<file path="config.mk">
export PLATFORM = sky130hd
export DESIGN_NAME = gdcrc_ram
export DESIGN_NICKNAME = d
export VERILOG_FILES = /design/src/rtl/gdcrc_ram.sv
export SDC_FILE = /design/constraint.sdc
export NUM_CORES = 2
export LEC_CHECK = 0
export BUFFER_PORTS_ARGS = -buffer_cell sky130_fd_sc_hd__buf_2
export CORE_MARGIN = 2
export CORE_UTILIZATION = 40
export CTS_CLUSTER_SIZE = 25
export DETAILED_ROUTE_END_ITERATION = 7
export SLEW_MARGIN = 40
export SYNTH_ARGS = -nofsm -noshare
export SYNTH_HDL_FRONTEND = slang
export SYNTH_SLANG_ARGS = --single-unit
</file>
<file path="constraint.sdc">
create_clock -name clk -period 3.5 [get_ports clk]
set_input_delay 0.35 -clock clk [delete_from_list [all_inputs] [get_ports clk]]
set_output_delay 0.35 -clock clk [all_outputs]
set_load 0.005 [all_outputs]
</file>
<file path="src/rtl/gdcrc_ram.sv">
// ----------------------------------------------------------------------------
// gdcrc_ram
// Simple dual-port RAM, one write and one read port, registered read data.
// ----------------------------------------------------------------------------
module gdcrc_ram #(
    parameter int WIDTH = 3,
    parameter int DEPTH = 1024
) (
    input  logic                     clk,
    input  logic                     we,
    input  logic [$clog2(DEPTH)-1:0] waddr,
    input  logic [WIDTH-1:0]         wdata,
    input  logic [$clog2(DEPTH)-1:0] raddr,
    output logic [WIDTH-1:0]         rdata
);

    logic [WIDTH-1:0] mem [DEPTH];

    always_ff @(posedge clk)
    begin
        if (we)
        begin
            mem[waddr] <= wdata;
        end
        rdata <= mem[raddr];
    end

endmodule

</file>
# Word-level counts from Yosys, hierarchy flattened
# Memories as Yosys holds them, arrays and structs flattened. A register that Yosys moved wholly into a read port is not among the register bits.
# Index checks and enable logic that the tools add are counted.
[totals]
reg_bits = 0
ramBits = 3072
input_bits = 25
output_inout_bits = 3
n_memories = 1
[memory_table]
columns = ["name", "words", "word_bits", "rd", "rd_ports_with_merged_regs", "write_ports", "line_no", "text"]
rows = [
  ["mem", 1024, 3, 1, 1, 1, "17", "logic [WIDTH-1:0] mem [DEPTH];"],
]
[classes]
mux = 2
[ops]
columns = ["cell", "count"]
rows = [
  ["$mux W1", 2],
]

# Longest topological paths before layout
[depth]
ltp_word = 2
ltp_mapped = 15
mapped_depth_nobuf = 8

# Worst setup path before layout
# Ideal clock, no wire load.
[synth_path]
kind = "in2reg"
startpoint = "input port raddr[0]"
endpoint = "register rdata[1] (read register of mem)"
t_arrival_ns = 2.553
setup_slack_ns = 0.812
stages = 8
path_buffers = 3
path_cell_list = "buf_6 -> buf_8 -> buf_8 -> mux4_2 -> mux4_2 -> mux4_2 -> o2111ai_1 -> o2111ai_1"
[synth_rtl]
columns = ["item", "line_no", "text"]
rows = [
  ["from (decl)", "13", "input logic [$clog2(DEPTH)-1:0] raddr,"],
  ["to (decl)", "14", "output logic [WIDTH-1:0] rdata"],
]

==> qor.yml <==
cts:
  clock_path_buffers: 4
  cts_resized: 0
  ctsHtreeMaxLevel: 5
  clkSinkCount: 3075
  clk_latency_ns: 0.88
  cts_buffers: 325
  postCtsSetupRepairBufs: 0
  root_buffer: "clkbuf_16"
  clk_pin_slew_ns: 0.06
  cts_tree: "built"
die:
  dieArea_sq_um: 314000
  rows: 204
  die_w_microns: 560
  coreArea_sq_um: 308000
  initial_utilization: 0.401
  die_h_microns: 560
  pin_count: 28
drt:
  wl_microns: 348000
  first_pass_iters: 6
  drt_iter0_markers: 9544
  avgViaCountPerCell: 5.86
  antenna_left: 0
  vias: 66100
  wl_per_cell_microns: 30.9
  drc: 0
timing:
  rsz0062_at_grt: "false"
  setup_tns_ns: 0
  post-route-min-period_ns: 3.20
  setup_viol: 0
  max_freq_ghz: 0.313
  maxSlewHeadroom: 0.379
  hold_viol_final: 0
  period_share: 0.913
  fin_skew_ns: 0.0578
  holdWs_ns: 0.0970
  slew_viol_final: 0
  worst_pin_slew_ns: 0.932
logic_synthesis:
  yosysWarnings: 0
  syn_area_per_cell_sq_um: 18.9
  synthArstFlopShare: 0
  ys_top_cells_by_area: "edfxtp_1 75%, mux4_2 12%, nor2_1 3.3%"
  synth_top_area_cell: "edfxtp_1"
  yosys.cell_types.count: 79
  synth.area.mux_share: 0.149
  synth-simple-area-share: 0.0484
  ys_seq_area_frac: 0.746
  syn_area_sq_um: 124000
  yosys_most_used_dff: "edfxtp_1"
  synth_compound_area_frac: 0.0304
  ys_seq_elements: 3075
  yosys.area_share.adder: 0
  synth_top_family_by_area: "multiplexers"
  syn_nets: 6569
  synthXorXnorAreaFrac: 0
  synth_edf_count: 3072
  synth_top_area_share: 0.746
  netlist_instances: 6544
power:
  p_leak_nw: 44.1
  pwr_density_cell_nw_per_um2: 555
  irDropWorstVdd_mv: 0.420
  power_mw: 78.8
worst_setup_path:
  worstSetupPathType: "flop to flop"
  critical_path_required_ns: 4.25
  arrival_ns: 3.94
  start_kind: "flop"
  crit_path_end_kind: "flop"
  cp_max_fo: 2
grt:
  use_met2: 0.352
  antenna_found_initial: 27
  grt_use_met3: 0.0378
  track_usage: 0.219
  grt_max_degree: 186
  grt_busiest_layer: "met2"
  overflow: 0
  grt_pass1_wl_microns: 495000
  met1_usage: 0.303
  grt_pass1_vias: 67100
layout:
  regArea_sq_um: 92300
  fin_area_sq_um: 142000
  nets: 6925
  drive_gt1_frac: 0.236
  fill_cells: 26000
  fin_util: 0.461
  multi_input_area_sq_um: 28600
  areaGrowthSynthToFinish_pct: 14.8
hold_path:
  hold_class: "input pin to flop"
place:
  portBuffers: 27
  gp_congestion: 0.856
  hpwl_microns: 212000
  post_dp_cell_area_sq_um: 131000
run:
  maxCapViolations: 0
run_status:
  status: "finished, final reports clean"
power by group:
part | leakage (nW) | total [mW] | switching, mW | internal (mW)
Sequential | 27.6 | 40.6 | 0.0317 | 40.5
Combinational | 11.4 | 4.18 | 2.63 | 1.55
Clock | 5.06 | 34.1 | 14.2 | 19.9
logic make-up (layout without fill, tap and decap cells):
| logic type | count (synthesis) | after routing |
|---|---|---|
| multiplexers | 1002 | 1002 |
| flip-flops | 3075 | 3075 |
| AND/OR/NAND/NOR | 1443 | 1443 |
| AO/OA/AOI/OAI | 526 | 526 |
| other | 0 | 10 |
| buffers and inverters | 498 | 1104 |
worst max-delay path, cell delays in order, from the launching register on:
cell	delay (ns)
edfxtp_1	0.37
mux4_2	0.45
a22o_1	0.24
a221oi_1	0.34
o22ai_1	0.21
nor3_1	0.74
buf_4	0.23
or3_1	0.16
buf_4	0.12
and2_1	0.11
o2111ai_1	0.09
placed cells by master (no fill, tap or decap), types with 24 or more instances in the layout:
cell / count
a211oi_1: 29
a21oi_1: 79
a22oi_1: 61
buf_12: 120
buf_4: 368
bufinv_16: 33
clkbuf_1: 57
clkbuf_16: 330
clkinv_1: 70
clkinv_2: 46
edfxtp_1: 3072
mux2i_1: 322
mux4_1: 27
mux4_2: 635
nand2_1: 118
nand3_1: 24
nand3_4: 24
nor2_1: 1075
nor3_1: 54
o21ai_0: 53
o221ai_1: 99
o22ai_1: 84
synth_stat cells, types with 8 or more instances:
cell type  instances
buf_4             28
mux2_2            14
a2111oi_0         11
and2_1            13
nand2_1          124
mux4_1            27
buf_12            25
clkbuf_1         243
a221oi_1          17
buf_2             59
and3_1            10
a22oi_1           61
nand3_1           48
nand2b_1           8
mux2i_1          322
a211oi_1          29
or3_1              9
buf_6             48
nor2b_1           19
nor3_1            54
a21oi_1           79
edfxtp_1        3072
buf_8             32
nor3b_1           13
nand4_1           13
mux4_2           635
a22o_1            21
nor2_1          1080
buf_1             50
o221ai_1          99
o21ai_0           53
o22ai_1           84
nor4_1            17
metal layers:
layer  up-vias  part of all wire  wire [microns]
met4         6             0.035           12300
li1      27200                 -               -
met2      3429              0.48          166000
met3       570             0.095           33000
met5         -           0.00010              36
met1     34900              0.39          137000
cell type report:
type                            instances  share of cell area
Sequential cell                      3075               0.650
Multi-Input combinational cell       2971               0.201
Clock buffer                          392              0.0601
Timing Repair Buffer                  522              0.0384
Tap cell                             4120              0.0363
Clock inverter                        185              0.0135
Inverter                                5            0.000185
Antenna cell                           10            0.000176
repair_timing:
action,CTS,global route
hold buffers,3,0
endpoints found under the hold margin,108,0
endpoints found under the setup margin,0,0
worst paths after layout:
check / start / end / slack [ns] / cells after the start
max: mem[137][1]$_DFFE_PP_ / rdata[1]$_DFF_P_ / 0.30 / 10
min: waddr[1] / mem[771][2]$_DFFE_PP_ / 0.1 / 3
max reg2reg: mem[137][1]$_DFFE_PP_ / rdata[1]$_DFF_P_ / 0.30 / 10
min reg2reg: mem[514][1]$_DFFE_PP_ / rdata[1]$_DFF_P_ / 1.21 / 6
stage by stage:
stage | instances | setup slack, ns
2_1_floorplan | 6544 | 0.812
3_3_place_gp | 10700 | -0.568
3_5_place_dp | 10700 | -0.493
4_1_cts | 11300 | 0.283
5_1_grt | 11300 | 0.281
6_report | 11300 | 0.304
state kept, by name, indices dropped and copies added, names as in the netlist:
name	cells
mem	3072
rdata	3
(Power assumes the default switching activity.)
